--- config.mk ---
export PLATFORM = sky130hd
export DESIGN_NAME = terminal_key_cursor_tracker_flat
export DESIGN_NICKNAME = d
export VERILOG_FILES = /design/src/tkc_pkg.sv /design/src/tkc_req_if.sv /design/src/tkc_rsp_if.sv /design/src/tkc_decode.sv /design/src/tkc_motion.sv /design/src/terminal_key_cursor_tracker.sv /design/src/flat_wrapper.sv
export SDC_FILE = /design/constraint.sdc
export NUM_CORES = 1
export LEC_CHECK = 0
export BUFFER_PORTS_ARGS = -buffer_cell sky130_fd_sc_hd__buf_2
export CORE_MARGIN = 2
export CORE_UTILIZATION = 40
export CTS_BUF_LIST = sky130_fd_sc_hd__clkbuf_4
export CTS_CLUSTER_DIAMETER = 200
export DETAILED_ROUTE_END_ITERATION = 6
export PLACE_DENSITY = 0.54
export SYNTH_ARGS = -nofsm -noshare
export SYNTH_HDL_FRONTEND = slang
export SYNTH_SLANG_ARGS = --single-unit
--- constraint.sdc ---
create_clock -name clock -period 12.35 [get_ports clock]
set_input_delay 1.8525 -clock clock [delete_from_list [all_inputs] [get_ports clock]]
set_output_delay 1.8525 -clock clock [all_outputs]
set_load 0.01 [all_outputs]
--- src/tkc_pkg.sv ---
// Shared types and constants for the terminal key cursor tracker.
// Holds key codes, parser phase codes, byte constants and the structs that
// pass between the decoder, the motion logic and the top level.
package tkc_pkg;

   // Configuration register widths
   localparam int unsigned ROW_W  = 16;
   localparam int unsigned COL_W  = 12;
   localparam int unsigned SCR_W  = 12;
   localparam int unsigned CSR_IDX_W  = 2;
   localparam int unsigned CSR_DATA_W = 16;

   // Configuration register indexes
   localparam logic [CSR_IDX_W-1:0] CSR_SCREEN_ROWS = 2'd0;
   localparam logic [CSR_IDX_W-1:0] CSR_SCREEN_COLS = 2'd1;
   localparam logic [CSR_IDX_W-1:0] CSR_FILE_ROWS   = 2'd2;

   // Configuration reset values
   localparam logic [SCR_W-1:0] SCREEN_ROWS_RST = 12'd24;
   localparam logic [SCR_W-1:0] SCREEN_COLS_RST = 12'd80;
   localparam logic [ROW_W-1:0] FILE_ROWS_RST   = 16'd0;

   // Key codes
   localparam logic [3:0] KEY_NONE  = 4'd0;
   localparam logic [3:0] KEY_PLAIN = 4'd1;
   localparam logic [3:0] KEY_ESC   = 4'd2;
   localparam logic [3:0] KEY_UP    = 4'd3;
   localparam logic [3:0] KEY_DOWN  = 4'd4;
   localparam logic [3:0] KEY_LEFT  = 4'd5;
   localparam logic [3:0] KEY_RIGHT = 4'd6;
   localparam logic [3:0] KEY_HOME  = 4'd7;
   localparam logic [3:0] KEY_END   = 4'd8;
   localparam logic [3:0] KEY_PGUP  = 4'd9;
   localparam logic [3:0] KEY_PGDN  = 4'd10;
   localparam logic [3:0] KEY_DEL   = 4'd11;
   localparam logic [3:0] KEY_QUIT  = 4'd12;

   // Escape parser phases
   localparam logic [2:0] PH_IDLE    = 3'd0;
   localparam logic [2:0] PH_ESC     = 3'd1;
   localparam logic [2:0] PH_BRACKET = 3'd2;
   localparam logic [2:0] PH_OH      = 3'd3;
   localparam logic [2:0] PH_OTHER   = 3'd4;
   localparam logic [2:0] PH_DIGIT   = 3'd5;

   // Input mode
   localparam logic MODE_BYTE    = 1'b0;
   localparam logic MODE_TIMEOUT = 1'b1;

   // Byte constants
   localparam logic [7:0] CH_ESC      = 8'h1b;
   localparam logic [7:0] CH_LBRACKET = 8'h5b;
   localparam logic [7:0] CH_UPPER_O  = 8'h4f;
   localparam logic [7:0] CH_TILDE    = 8'h7e;
   localparam logic [7:0] CH_CTRL_Q   = 8'h71 & 8'h1f;
   localparam logic [7:0] CH_A        = 8'h41;
   localparam logic [7:0] CH_B        = 8'h42;
   localparam logic [7:0] CH_C        = 8'h43;
   localparam logic [7:0] CH_D        = 8'h44;
   localparam logic [7:0] CH_F        = 8'h46;
   localparam logic [7:0] CH_H        = 8'h48;
   localparam logic [7:0] CH_0        = 8'h30;
   localparam logic [7:0] CH_1        = 8'h31;
   localparam logic [7:0] CH_3        = 8'h33;
   localparam logic [7:0] CH_4        = 8'h34;
   localparam logic [7:0] CH_5        = 8'h35;
   localparam logic [7:0] CH_6        = 8'h36;
   localparam logic [7:0] CH_7        = 8'h37;
   localparam logic [7:0] CH_8        = 8'h38;
   localparam logic [7:0] CH_9        = 8'h39;

   // Decoder verdict and parser next state
   typedef struct packed {
      logic [3:0] key;
      logic [2:0] phase;
      logic [7:0] digit;
   } dec_result_type;

   // Cursor and view position
   typedef struct packed {
      logic [COL_W-1:0] col;
      logic [ROW_W-1:0] row;
      logic [ROW_W-1:0] row_off;
      logic [COL_W-1:0] col_off;
   } pos_type;

   // Window geometry
   typedef struct packed {
      logic [SCR_W-1:0] screen_rows;
      logic [SCR_W-1:0] screen_cols;
      logic [ROW_W-1:0] file_rows;
   } geom_type;

endpackage

--- src/tkc_req_if.sv ---
// Request channel of the terminal key cursor tracker: valid/ready plus one
// input transaction (mode and received byte). No dependencies.
interface tkc_req_if;
   logic       valid;
   logic       ready;
   logic       mode;
   logic [7:0] rx_byte;

   modport source (output valid, output mode, output rx_byte, input ready);
   modport sink   (input valid, input mode, input rx_byte, output ready);
endinterface

--- src/tkc_rsp_if.sv ---
// Response channel of the terminal key cursor tracker: valid/ready plus one
// result transaction (key, byte, cursor, view, quit). No dependencies.
interface tkc_rsp_if;
   logic        valid;
   logic        ready;
   logic [3:0]  key_code;
   logic [7:0]  plain_value;
   logic [11:0] cursor_col;
   logic [15:0] cursor_row;
   logic [15:0] view_row;
   logic [11:0] view_col;
   logic        quit;

   modport source (output valid, output key_code, output plain_value, output cursor_col,
                   output cursor_row, output view_row, output view_col, output quit,
                   input ready);
   modport sink   (input valid, input key_code, input plain_value, input cursor_col,
                   input cursor_row, input view_row, input view_col, input quit,
                   output ready);
endinterface

--- src/tkc_decode.sv ---
// Escape sequence decoder: maps one byte or timeout plus parser state to a
// key code and the next parser state. Depends on tkc_pkg.
module tkc_decode
   import tkc_pkg::*;
(
   input  logic [2:0]     phase,
   input  logic [7:0]     digit,
   input  logic           mode,
   input  logic [7:0]     rx_byte,
   output dec_result_type dec
);

   always_comb begin
      dec = '{key: KEY_NONE, phase: phase, digit: digit};
      if (mode == MODE_TIMEOUT) begin
         // Timeout flushes a partial sequence as a bare escape
         dec.phase = PH_IDLE;
         dec.key   = (phase == PH_IDLE) ? KEY_NONE : KEY_ESC;
      end else begin
         unique case (phase)
            PH_IDLE: begin
               if (rx_byte == CH_ESC) begin
                  dec.phase = PH_ESC;
               end else if (rx_byte == CH_CTRL_Q) begin
                  dec.key = KEY_QUIT;
               end else begin
                  dec.key = KEY_PLAIN;
               end
            end
            PH_ESC: begin
               if (rx_byte == CH_LBRACKET) begin
                  dec.phase = PH_BRACKET;
               end else if (rx_byte == CH_UPPER_O) begin
                  dec.phase = PH_OH;
               end else begin
                  dec.phase = PH_OTHER;
               end
            end
            PH_BRACKET: begin
               if (rx_byte >= CH_0 && rx_byte <= CH_9) begin
                  dec.digit = rx_byte;
                  dec.phase = PH_DIGIT;
               end else begin
                  dec.phase = PH_IDLE;
                  case (rx_byte)
                     CH_A:    dec.key = KEY_UP;
                     CH_B:    dec.key = KEY_DOWN;
                     CH_C:    dec.key = KEY_RIGHT;
                     CH_D:    dec.key = KEY_LEFT;
                     CH_H:    dec.key = KEY_HOME;
                     CH_F:    dec.key = KEY_END;
                     default: dec.key = KEY_ESC;
                  endcase
               end
            end
            PH_OH: begin
               dec.phase = PH_IDLE;
               if (rx_byte == CH_H) begin
                  dec.key = KEY_HOME;
               end else if (rx_byte == CH_F) begin
                  dec.key = KEY_END;
               end else begin
                  dec.key = KEY_ESC;
               end
            end
            PH_DIGIT: begin
               dec.phase = PH_IDLE;
               if (rx_byte != CH_TILDE) begin
                  dec.key = KEY_ESC;
               end else begin
                  case (digit) inside
                     CH_1, CH_7: dec.key = KEY_HOME;
                     CH_3:       dec.key = KEY_DEL;
                     CH_4, CH_8: dec.key = KEY_END;
                     CH_5:       dec.key = KEY_PGUP;
                     CH_6:       dec.key = KEY_PGDN;
                     default:    dec.key = KEY_ESC;
                  endcase
               end
            end
            default: begin
               // Escape plus an unknown byte, then one more byte
               dec.phase = PH_IDLE;
               dec.key   = KEY_ESC;
            end
         endcase
      end
   end

endmodule

--- src/tkc_motion.sv ---
// Cursor motion and view follow: applies a decoded key to the cursor, then
// slides the view offsets so the cursor stays visible. Depends on tkc_pkg.
module tkc_motion
   import tkc_pkg::*;
(
   input  logic [3:0] key,
   input  geom_type   geom,
   input  pos_type    cur,
   output pos_type    nxt
);

   logic [ROW_W:0]   row_sum;
   logic [COL_W-1:0] col_n;
   logic [ROW_W-1:0] row_n;
   logic [SCR_W-1:0] sr_eff;
   logic [SCR_W-1:0] sc_eff;
   logic [ROW_W-1:0] roff1;
   logic [COL_W-1:0] coff1;
   logic [ROW_W:0]   rbound;
   logic [COL_W:0]   cbound;

   // Move the cursor
   always_comb begin
      col_n   = cur.col;
      row_n   = cur.row;
      row_sum = {1'b0, cur.row} + {{(ROW_W+1-SCR_W){1'b0}}, geom.screen_rows};
      case (key)
         KEY_LEFT:  if (cur.col != '0) col_n = cur.col - 1'b1;
         KEY_RIGHT: if (cur.col != '1) col_n = cur.col + 1'b1;
         KEY_UP:    if (cur.row != '0) row_n = cur.row - 1'b1;
         KEY_DOWN:  if (cur.row < geom.file_rows) row_n = cur.row + 1'b1;
         KEY_HOME:  col_n = '0;
         KEY_END:   col_n = (geom.screen_cols == '0) ? '0 : geom.screen_cols - 1'b1;
         KEY_PGUP: begin
            row_n = (cur.row >= {{(ROW_W-SCR_W){1'b0}}, geom.screen_rows})
                    ? cur.row - {{(ROW_W-SCR_W){1'b0}}, geom.screen_rows} : '0;
         end
         KEY_PGDN: begin
            if (cur.row < geom.file_rows) begin
               row_n = (row_sum > {1'b0, geom.file_rows}) ? geom.file_rows
                                                          : row_sum[ROW_W-1:0];
            end
         end
         default: ;
      endcase
   end

   // Follow the cursor with the view window
   always_comb begin
      sr_eff = (geom.screen_rows == '0) ? SCR_W'(1) : geom.screen_rows;
      sc_eff = (geom.screen_cols == '0) ? SCR_W'(1) : geom.screen_cols;

      roff1  = (row_n < cur.row_off) ? row_n : cur.row_off;
      rbound = {1'b0, roff1} + {{(ROW_W+1-SCR_W){1'b0}}, sr_eff};
      nxt.row_off = ({1'b0, row_n} >= rbound)
                    ? row_n - ({{(ROW_W-SCR_W){1'b0}}, sr_eff} - 1'b1) : roff1;

      coff1  = (col_n < cur.col_off) ? col_n : cur.col_off;
      cbound = {1'b0, coff1} + {1'b0, sc_eff};
      nxt.col_off = ({1'b0, col_n} >= cbound) ? col_n - (sc_eff - 1'b1) : coff1;

      nxt.col = col_n;
      nxt.row = row_n;
   end

endmodule

--- src/terminal_key_cursor_tracker.sv ---
// Top level of the terminal key cursor tracker: parser and cursor state,
// configuration registers and the result register. Depends on tkc_pkg,
// tkc_req_if, tkc_rsp_if, tkc_decode and tkc_motion.
//
// Takes one transaction per clock while results are drained: each received byte
// or timeout is decoded, applied to the cursor and view, and its result appears
// in the response register on the next clock edge. The request side stays ready
// whenever the response register is empty or being drained in the same cycle,
// so the sustained rate is one transaction per cycle while the receiver keeps up.
// Configuration writes take effect on the next transaction.
module terminal_key_cursor_tracker
   import tkc_pkg::*;
(
   input  logic                  clock,
   input  logic                  reset,
   tkc_req_if.sink               req_chan,
   tkc_rsp_if.source             rsp_chan,
   input  logic                  csr_we,
   input  logic [CSR_IDX_W-1:0]  csr_index,
   input  logic [CSR_DATA_W-1:0] csr_wdata
);

   geom_type       geom_ff;
   logic [2:0]     phase_ff, phase_in;
   logic [7:0]     digit_ff, digit_in;
   pos_type        pos_ff, pos_in;
   logic           halted_ff, halted_in;
   logic           rsp_valid_ff;
   logic [3:0]     key_ff, key_in;
   logic [7:0]     plain_ff, plain_in;

   dec_result_type dec;
   pos_type        moved;
   logic           accept;

   // Accept while the result register is free or draining
   assign req_chan.ready = !rsp_valid_ff || rsp_chan.ready;
   assign accept         = req_chan.valid && req_chan.ready;

   tkc_decode u_decode (
      .phase   (phase_ff),
      .digit   (digit_ff),
      .mode    (req_chan.mode),
      .rx_byte (req_chan.rx_byte),
      .dec     (dec)
   );

   tkc_motion u_motion (
      .key  (dec.key),
      .geom (geom_ff),
      .cur  (pos_ff),
      .nxt  (moved)
   );

   // Build next state; hold everything once quit has latched
   always_comb begin
      phase_in  = phase_ff;
      digit_in  = digit_ff;
      pos_in    = pos_ff;
      halted_in = halted_ff;
      key_in    = KEY_NONE;
      plain_in  = '0;
      if (!halted_ff) begin
         phase_in = dec.phase;
         digit_in = dec.digit;
         pos_in   = moved;
         key_in   = dec.key;
         if (dec.key == KEY_PLAIN) begin
            plain_in = req_chan.rx_byte;
         end
         if (dec.key == KEY_QUIT) begin
            halted_in = 1'b1;
         end
      end
   end

   // Configuration registers
   always_ff @(posedge clock) begin
      if (reset) begin
         geom_ff <= '{screen_rows: SCREEN_ROWS_RST, screen_cols: SCREEN_COLS_RST,
                      file_rows: FILE_ROWS_RST};
      end else if (csr_we) begin
         unique case (csr_index)
            CSR_SCREEN_ROWS: geom_ff.screen_rows <= csr_wdata[SCR_W-1:0];
            CSR_SCREEN_COLS: geom_ff.screen_cols <= csr_wdata[SCR_W-1:0];
            CSR_FILE_ROWS:   geom_ff.file_rows   <= csr_wdata[ROW_W-1:0];
            default: ;
         endcase
      end
   end

   // Advance parser and cursor state on each transaction
   always_ff @(posedge clock) begin
      if (reset) begin
         phase_ff  <= PH_IDLE;
         digit_ff  <= '0;
         pos_ff    <= '0;
         halted_ff <= 1'b0;
      end else if (accept) begin
         phase_ff  <= phase_in;
         digit_ff  <= digit_in;
         pos_ff    <= pos_in;
         halted_ff <= halted_in;
      end
   end

   // Result valid flag
   always_ff @(posedge clock) begin
      if (reset) begin
         rsp_valid_ff <= 1'b0;
      end else if (accept) begin
         rsp_valid_ff <= 1'b1;
      end else if (rsp_chan.ready) begin
         rsp_valid_ff <= 1'b0;
      end
   end

   // Result payload
   always_ff @(posedge clock) begin
      if (accept) begin
         key_ff   <= key_in;
         plain_ff <= plain_in;
      end
   end

   assign rsp_chan.valid       = rsp_valid_ff;
   assign rsp_chan.key_code    = key_ff;
   assign rsp_chan.plain_value = plain_ff;
   assign rsp_chan.cursor_col  = pos_ff.col;
   assign rsp_chan.cursor_row  = pos_ff.row;
   assign rsp_chan.view_row    = pos_ff.row_off;
   assign rsp_chan.view_col    = pos_ff.col_off;
   assign rsp_chan.quit        = halted_ff;

endmodule

--- src/flat_wrapper.sv ---
// flat-port wrapper written by rule: the top's interface ports become plain ports
module terminal_key_cursor_tracker_flat import tkc_pkg::*;
  (clock, reset, csr_we, csr_index, csr_wdata, req_chan_valid, req_chan_mode, req_chan_rx_byte, req_chan_ready, rsp_chan_valid, rsp_chan_key_code, rsp_chan_plain_value, rsp_chan_cursor_col, rsp_chan_cursor_row, rsp_chan_view_row, rsp_chan_view_col, rsp_chan_quit, rsp_chan_ready);
  tkc_req_if req_chan_i ();
  tkc_rsp_if rsp_chan_i ();
  input  logic clock;
  input  logic reset;
  input  logic csr_we;
  input  logic [CSR_IDX_W-1:0] csr_index;
  input  logic [CSR_DATA_W-1:0] csr_wdata;
  input wire logic [$bits(req_chan_i.valid)-1:0] req_chan_valid;
  input wire logic [$bits(req_chan_i.mode)-1:0] req_chan_mode;
  input wire logic [$bits(req_chan_i.rx_byte)-1:0] req_chan_rx_byte;
  output wire logic [$bits(req_chan_i.ready)-1:0] req_chan_ready;
  output wire logic [$bits(rsp_chan_i.valid)-1:0] rsp_chan_valid;
  output wire logic [$bits(rsp_chan_i.key_code)-1:0] rsp_chan_key_code;
  output wire logic [$bits(rsp_chan_i.plain_value)-1:0] rsp_chan_plain_value;
  output wire logic [$bits(rsp_chan_i.cursor_col)-1:0] rsp_chan_cursor_col;
  output wire logic [$bits(rsp_chan_i.cursor_row)-1:0] rsp_chan_cursor_row;
  output wire logic [$bits(rsp_chan_i.view_row)-1:0] rsp_chan_view_row;
  output wire logic [$bits(rsp_chan_i.view_col)-1:0] rsp_chan_view_col;
  output wire logic [$bits(rsp_chan_i.quit)-1:0] rsp_chan_quit;
  input wire logic [$bits(rsp_chan_i.ready)-1:0] rsp_chan_ready;
  assign req_chan_i.valid = req_chan_valid;
  assign req_chan_i.mode = req_chan_mode;
  assign req_chan_i.rx_byte = req_chan_rx_byte;
  assign req_chan_ready = req_chan_i.ready;
  assign rsp_chan_valid = rsp_chan_i.valid;
  assign rsp_chan_key_code = rsp_chan_i.key_code;
  assign rsp_chan_plain_value = rsp_chan_i.plain_value;
  assign rsp_chan_cursor_col = rsp_chan_i.cursor_col;
  assign rsp_chan_cursor_row = rsp_chan_i.cursor_row;
  assign rsp_chan_view_row = rsp_chan_i.view_row;
  assign rsp_chan_view_col = rsp_chan_i.view_col;
  assign rsp_chan_quit = rsp_chan_i.quit;
  assign rsp_chan_i.ready = rsp_chan_ready;
  terminal_key_cursor_tracker u_core (.clock(clock), .reset(reset), .req_chan(req_chan_i), .rsp_chan(rsp_chan_i), .csr_we(csr_we), .csr_index(csr_index), .csr_wdata(csr_wdata));
endmodule
# Word level (Yosys, flattened, before mapping)
# Index checks and enable logic that the tools add are counted.
# classes
eq_ne	36
add_sub_neg	13
muxes	40
order_cmp	9
n_reduce_logical	20
bitwise	3
# ops
op	n
two-way mux 16 bit	7
two-way mux 12 bit	7
equality test 8 x 7 -> 1 bit, second input constant	8
one-hot mux 16 bit (4 select lines)	1
equality test 8 x 6 -> 1 bit, second input constant	7
one-hot mux 12 bit (4 select lines)	1
two-way mux 4 bit	11
subtractor 12 x 1 -> 12 bit, second input constant	3
adder 16 x 12 -> 17 bit	2
< comparator 16 bit	2
logical NOT 12 bit	2
one-hot mux 4 bit (6 select lines)	1
one-hot mux 4 bit (5 select lines)	1
>= comparator 16 x 17 -> 1 bit	1
> comparator 17 x 16 -> 1 bit	1
adder 16 x 1 -> 16 bit, second input constant	1
equality test 4 x 3 -> 1 bit, second input constant	4
equality test 4 bit, second input constant	4
equality test 8 x 5 -> 1 bit, second input constant	2
>= comparator 16 x 12 -> 1 bit	1
nonzero test 16 bit	1
subtractor 16 x 1 -> 16 bit, second input constant	1
subtractor 16 x 12 -> 16 bit	1
subtractor 16 bit	1
other kinds (35)	50
# totals
out_inout_bits	71
regBits	121
word_cells	134
input_bits	32

# Logic depth before layout (Yosys ltp)
# Gate-level depths: netlist of the first run.
# logic_depth
ltp_word	16
ltp_mapped	59
mapped_depth_nobuf	54

# Cells and area by module
# Synthesis of the first run repeated with hierarchy kept, for this count alone.
# unflattened
cells_unflattened	1907
area_unflattened_um2	14350.0
# by_module_without_submodules
mod	cells_each	seq_area_each_um2	n_inst	area_per_inst_um2
tkc_motion	1302	0.0	1	9002.4
terminal_key_cursor_tracker	518	2542.4	1	4803.4
tkc_decode	87	0.0	1	544.3

# Worst setup path after synthesis of the first run
# OpenSTA, ideal clock, no wires.
# synth_timing
kind	reg2reg
from	register u_core.geom_ff[30] in the netlist's numbering
to	register u_core.pos_ff, in the netlist u_core.rsp_chan.view_row[0]
path_slack_ps	1625
period_less_slack_ps	10725
t_required_ps	12219
setup_time_ps	131
n_path_buf	6
stages_incl_launch_ff	55
arrival_time_ps	10594
path_cell_list	dfxtp_1 -> inv_1 -> ha_1 -> buf_2 -> nor2_1 -> o311ai_0 -> a211oi_1 -> o31ai_2 -> xnor2_1 -> ha_1 -> nand4_1 -> o221a_2 -> a211oi_1 -> o21bai_1 -> clkbuf_1 -> buf_1 -> mux2i_1 -> o21ai_0 -> [19 not listed] -> o21ai_0 -> a21oi_1 -> nor2b_1 -> o31a_1 -> o311a_1 -> a21o_1 -> ha_1 -> a21o_1 -> a21oi_1 -> o21ai_0 -> o21ai_0 -> a21oi_1 -> o2bb2ai_1 -> a31oi_1 -> buf_6 -> buf_6 -> a211oi_1 -> nor4_2
# synth_lines
element	line_no	source
start: declaration	terminal_key_cursor_tracker.sv:23	geom_type geom_ff;
start signal: assignment	terminal_key_cursor_tracker.sv:80	geom_ff <= '{screen_rows: SCREEN_ROWS_RST, screen_cols: SCREEN_COLS_RST,
end signal: assignment	terminal_key_cursor_tracker.sv:102	pos_ff <= pos_in;
end: declaration	terminal_key_cursor_tracker.sv:26	pos_type pos_ff, pos_in;

==> results of run 1 <==
-- worst max-delay path, delay by kind of cell (launching register included) --
family                     cells  cell delay, ns
adders and majority gates      5            1.73
AOI/OAI and AO/OA             31            6.17
buffers and inverters          4            0.80
and+or+nand+nor                7            1.29
muxes                          2            0.72
DFF                            1            0.61
xor gates and xnor gates       1            0.17
-- registers in the layout, summed over array words and instances (netlist names) --
register / flops
u_core.rsp_chan.valid: 1
u_core.rsp_chan.view_col: 12
u_core.rsp_chan.quit: 1
u_core.rsp_chan.key_code: 4
u_core.geom_ff: 40
u_core.digit_ff: 8
u_core.rsp_chan.cursor_row: 16
u_core.phase_ff: 3
u_core.rsp_chan.cursor_col: 12
u_core.rsp_chan.plain_value: 8
u_core.rsp_chan.view_row: 16
-- cell type report --
cell class	instances	area, sq um
antenna	2	5.00
clock buffer	18	135
clock inverter	14	194
fill	3608	19100
inverter	132	495
multi-input combinational	1542	10600
sequential	121	2540
tap	455	569
timing repair buffer	156	918
-- cells in the final DEF (no fill, tap or decap), types with 33 or more instances in the layout --
cell type,netlist,final
nand2_1,190,190
ha_1,177,177
nor2_1,169,169
a21oi_1,148,147
inv_1,130,130
dfxtp_1,109,108
buf_2,14,101
nor3_1,97,97
o21ai_0,95,95
xnor2_1,68,68
buf_4,0,55
nand3_1,49,49
a211oi_1,34,33
-- layer usage --
layer / global-route usage / wire length [microns]
met5: 0 / 48
met4: 0.135 / 2580
met3: 0.0481 / 2910
met2: 0.482 / 24500
met1: 0.358 / 22200
-- power by group through the flow --
stage / combinational, mW / clock (mW) / sequential, mW
3_3_place_gp: 0.876 / 0 / 0.484
2_1_floorplan: 0.626 / 0 / 0.480
3_5_place_dp: 0.882 / 0 / 0.484
6_report: 0.895 / 0.360 / 0.475
5_1_grt: 0.996 / 0.382 / 0.480
4_1_cts: 0.888 / 0.369 / 0.475
-- per-stage QoR --
step                worst slack (ns)  total power [mW]  instances
finish                         0.763              1.73       2440
global route                 0.00576              1.86       2440
CTS                            0.253              1.73       2438
detailed placement             0.417              1.37       2406
global placement               0.579              1.36       2406
floorplan                       1.63              1.11       1908
-- logic make-up (layout without fill, tap and decap cells) --
logic type,count (synthesis),in the layout,share of synthesized area
flops,121,121,0.181
xor+xnor,96,96,0.0600
simple gates,716,716,0.255
fa+ha+maj,183,183,0.167
other cells,0,2,0
compound gates,513,513,0.244
mux,34,34,0.0253
buf+inv,245,320,0.0685
-- worst paths after layout --
kind	endpoint	slack, ns
setup / recovery	u_core.rsp_chan.view_row[14]	0.76
hold / removal	u_core.geom_ff[15]	0.47
setup reg to reg	u_core.rsp_chan.view_row[14]	0.76
hold reg to reg	u_core.geom_ff[15]	0.47
==> impl_results.md, run 1 <==
* Hold_ws at 0.467 ns
* Syn nets at 2,123
* Clk_skew at 0.0310 ns
* H-tree levels at 4
* Crit start category: flip-flop
* Post-CTS Hold Buffers at 0
* Worst Setup SP: u_core.geom_ff[31]
* Max Cap Viol at 0
* Post-synth top area cell: ha_1
* CP peak stage delay at 0.61 ns
* First-pass GRT wire length at 80.5 mm
* Clock transition at the registers of the reported paths at 0.14 ns
* Hold Crit Start: u_core.geom_ff[15]
* WP data arrival at 12.11 ns
* Worst Hold Depth at 2
* First drt pass iteration count at 6
* Syn Inst Count at 1,908
* IO Pins at 103
* Status: finished clean
* Reg power frac at 0.275
* Worst skew pair latency at 0.64 ns
* Most common cell in the netlist: nand2_1
* Crit-path max FO at 21
* Vias per cell at 5.98
* Post-synth top flop: dfxtp_1
* Starting Density at 0.406
* Yosys reg bits at 121
* Net Sw Frac at 0.449
* HPWL after DPL at 40.8 mm
* RSZ-0062 raised after global routing: false
* Clock root buffer: clkbuf_4
* P_int at 0.954 mW
* DRT iter0 DRCs at 1,190
* Fmax at 0.0863 GHz
* Slew of the pin with the lowest slew margin at 1.23 ns
* Kind of critical path: reg2reg
* Std-Cell Rows at 68
* Clock Sinks at 121
* Largest net degree at the start of global routing at 63
* Post-CTS setup buffers at 0
* CP max stage cell: dfxtp_1
* Yosys synthesis warning count at 0
* Psw at 0.777 mW
* Synth Cell Area at 0.0140 sq mm
* Routed wire length at 52.3 mm
* Cell variety after synth at 97
* Die Wd at 191 microns
* Total Routing Usage GR at 0.287
* DIE HEIGHT at 191 microns
* Clock power share at 0.208
* CP Capture Type: flip-flop
* LEAKAGE at 6.46 nW
* Layout cell share with drive strength beyond 1 at 0.122
* Drt drc at 0
* Initial antenna violation count at 3
* Final Cell Area at 0.0154 sq mm
* CTS tree: done
* Routed via count at 14.6k
* Placer Congestion at 0.952
* Worst hold path class: reg2reg
* Final Hold Vio Count at 0
* Placed cell areas at 0.0151 sq mm
* Yosys top cell area share at 0.158
* Combinational power share at 0.517
* Area Growth Syn to Fin at 10.0%
* Slew Viols, Final at 0
* CTS buffer count at 17
* Buffers on Ports at 102
* Die Area at 0.0366 sq mm
* Setup TNS at 0 ns
* Period Utilization, post-route at 0.938
* CTS Buffer Depth at 2
* Final #Nets at 2,185
* Top cells by count, synth: nand2_1 (190), ha_1 (177), nor2_1 (169)
* Drt wl/cell at 21.4 microns
* Post-CTS resize count at 0
* Post-synth EDFFs at 12
* Max_slew headroom at 0.171
* Async set-reset flop share out of synthesis at 0
* Vias in the first global route at 13.8k
* Sequential fraction of the synthesis area at 0.181
* Syn Area/Cell at 7.35 sq um
* Crit path time final at 11.59 ns
* Final ANT Viol Nets at 0
* Pwr dens at 112 mW/mm^2
* Core Region at 0.0345 sq mm
* Total gr overflow at 0
* Reg-to-reg startpoint: u_core.geom_ff[31]
* Final core utilization at 0.447
* Reg2Reg Depth at 50
* VDD IR max at 0.0610 mV
* Critical path required time at 12.88 ns
* Synth top area cells: ha_1 (16%), dfxtp_1 (16%), a21oi_1 (5.3%)
* Setup violators final at 0
No activity file was read; power rests on OpenSTA's default activity.
==> run 2, diff against run 1 <==
--- a/config.mk
+++ b/config.mk
@@ -6,7 +6,6 @@
 export NUM_CORES = 1
 export LEC_CHECK = 0
 export BUFFER_PORTS_ARGS = -buffer_cell sky130_fd_sc_hd__buf_2
-export CORE_MARGIN = 2
 export CORE_UTILIZATION = 40
 export CTS_BUF_LIST = sky130_fd_sc_hd__clkbuf_4
 export CTS_CLUSTER_DIAMETER = 200
==> constraint.sdc (replaced) <==
create_clock -name clock -period 14.8 [get_ports clock]
set_input_delay 2.22 -clock clock [delete_from_list [all_inputs] [get_ports clock]]
set_output_delay 2.22 -clock clock [all_outputs]
set_load 0.01 [all_outputs]
==> impl_results.md, run 2 (synthesis gave the netlist of run 1 again) <==
* Placer Congestion at 1.01 (+5.9%)
* CTS tree: done
* Most frequent cells in the layout: nand2_1 (190), ha_1 (177), nor2_1 (169), a21oi_1 (147), inv_1 (130)
* Crit path time final at 13.00 ns (+1.41 ns)
* Slew of the pin with the lowest slew margin at 1.17 ns (-0.0686 ns)
* Clock Sinks at 121 (unchanged)
* Worst reg2reg endpoint: u_core.rsp_chan.view_row[14]
* Net Sw Frac at 0.450 (+0.00136)
* CTS buffer count at 17 (unchanged)
* Combinational power share at 0.513 (-0.004)
* Final #Nets at 2,158 (-1.2%)
* Top reg by flops: u_core.geom_ff
* Worst Path Buf+Inv at 4 (unchanged)
* First drt pass iteration count at 7 (+1)
* Post-CTS resize count at 0 (unchanged)
* Clock transition at the registers of the reported paths at 0.14 ns (about the same)
* Largest net degree at the start of global routing at 76 (+21%)
* Std-Cell Rows at 68 (unchanged)
* Setup TNS at 0 ns (unchanged)
* HPWL after DPL at 40.0 mm (-2.0%)
* Hold Crit Start: u_core.geom_ff[15]
* Kind of critical path: reg2reg
* Final Hold Vio Count at 0 (unchanged)
* Psw at 0.644 mW (-17%)
* Buffers on Ports at 102 (unchanged)
* Hold_ws at 0.467 ns (+0.000302 ns)
* Crit start category: flip-flop
* Top delay family on crit path: compound AO/OA/AOI/OAI gates
* Routed via count at 14.4k (-0.96%)
* CP Capture Type: flip-flop
* Critical path required time at 15.32 ns (+2.44 ns)
* P_int at 0.787 mW (-18%)
* IO Pins at 103 (unchanged)
* Clock power share at 0.205 (-0.003)
* Crit-path max FO at 22 (+4.8%)
* Filler cells at 3,689 (+2.2%)
* Reg2Reg Depth at 51 (+2.0%)
* Initial antenna violation count at 2 (-1)
* Drt wl/cell at 21.5 microns (+0.37%)
* LEAKAGE at 6.31 nW (-2.2%)
* Layout cell share with drive strength beyond 1 at 0.109 (-0.0126)
* Post-CTS Hold Buffers at 0 (unchanged)
* Setup violators final at 0 (unchanged)
* CP max stage cell: o311ai_0
* DIE HEIGHT at 189 microns (-1.0%)
* Area Growth Syn to Fin at 8.45%
* RSZ-0062 raised after global routing: false
* Total Routing Usage GR at 0.291 (+0.00394)
* Die Wd at 189 microns (-1.0%)
* Vias in the first global route at 13.9k (+0.49%)
* Levels on crit path at 51 (+2.0%)
* Core Region at 0.0345 sq mm (unchanged)
* CTS Buffer Depth at 2 (unchanged)
* Die Area at 0.0358 sq mm (-2.1%)
* Max_slew headroom at 0.217 (+0.0461)
* Largest register FFs at 40 (unchanged)
* Clock root buffer: clkbuf_4
* DRT iter0 DRCs at 1,325 (+11%)
* Reg-to-reg slack, setup at 1.80 ns (+1.04 ns)
* Pwr dens at 94.1 mW/mm^2 (-16%)
* Slew Viols, Final at 0 (unchanged)
* Starting Density at 0.406 (unchanged)
* Commonest non-fill, non-tap cell in the layout: nand2_1
* Vias per cell at 5.98 (+0.15%)
* Critical Path End: u_core.rsp_chan.view_row[14]
* VDD IR max at 0.0463 mV (-24%)
* WP data arrival at 13.51 ns (+1.40 ns)
* Status: finished clean
* Drt drc at 0 (unchanged)
* Post-CTS setup buffers at 0 (unchanged)
* Routed wire length at 51.9 mm (-0.74%)
* Worst Setup SP: u_core.geom_ff[30]
* H-tree levels at 4 (unchanged)
* Placed cell areas at 0.0149 sq mm (-1.3%)
* Reg-to-reg startpoint: u_core.geom_ff[30]
* Fmax at 0.0769 GHz (-11%)
* CP peak stage delay at 0.73 ns (+0.12 ns)
* Final ANT Viol Nets at 0 (unchanged)
* Reg power frac at 0.281 (+0.006)
* Worst skew pair latency at 0.63 ns (about the same)
* Total gr overflow at 0 (unchanged)
* Final Cell Area at 0.0152 sq mm (-1.4%)
* Period Utilization, post-route at 0.878 (-0.0601)
* Worst hold path class: reg2reg
* Max Cap Viol at 0 (unchanged)
* First-pass GRT wire length at 80.3 mm (-0.23%)
* Clk_skew at 0.0268 ns (-0.00419 ns)
[run 2: per-layer routing]
metal,track usage,vias up,wire (microns)
met2,0.475,516,23700
met3,0.0552,115,3250
met4,0.156,0,2600
met5,0,-,0
met1,0.362,6812,22300
li1,-,6997,-
[run 2: area by class of cell]
cell class                      instances  area [sq um]  share of cell area
Clock buffer                           18           135             0.00889
Timing Repair Buffer                  129           716              0.0471
Antenna cell                            2          5.00            0.000329
Sequential cell                       121          2540               0.167
Tap cell                              455           569              0.0374
Multi-Input combinational cell       1542         10500               0.694
Inverter                              132           495              0.0326
Clock inverter                         14           196              0.0129
[run 2: stage by stage]
stage           util  power [mW]  std cells  setup slack (ns)
6_report       0.440        1.43       2413              1.80
5_1_grt        0.440        1.54       2413             0.954
4_1_cts        0.440        1.43       2411              1.93
3_5_place_dp   0.430        1.13       2379              1.88
3_3_place_gp   0.430        1.13       2379              1.93
2_1_floorplan      -       0.923       1908              4.08
[run 2: power by group through the flow]
stage	Sequential, mW	Clock (mW)	Combinational [mW]
2_1_floorplan	0.400	0	0.523
3_3_place_gp	0.409	0	0.718
3_5_place_dp	0.409	0	0.724
4_1_cts	0.402	0.304	0.729
5_1_grt	0.406	0.316	0.818
6_report	0.403	0.294	0.734
[run 2: how the worst min path moves through the flow]
| stage | to | slack [ns] | cells past startpoint |
|---|---|---|---|
| finish | u_core.geom_ff[15] | 0.47 | 2 |
| global placement | u_core.digit_ff[5] | 0.44 | 2 |
| global route | u_core.digit_ff[7] | 0.50 | 1 |
| CTS | u_core.geom_ff[2] | 0.47 | 2 |
| detailed placement | u_core.digit_ff[5] | 0.45 | 2 |
| floorplan | u_core.digit_ff[5] | 0.43 | 2 |
[run 2: worst min-delay path, cell delays in order (launching register included)]
cell and delay, ns:
dfxtp_1 0.34, nand2_1 0.05, a21oi_1 0.05
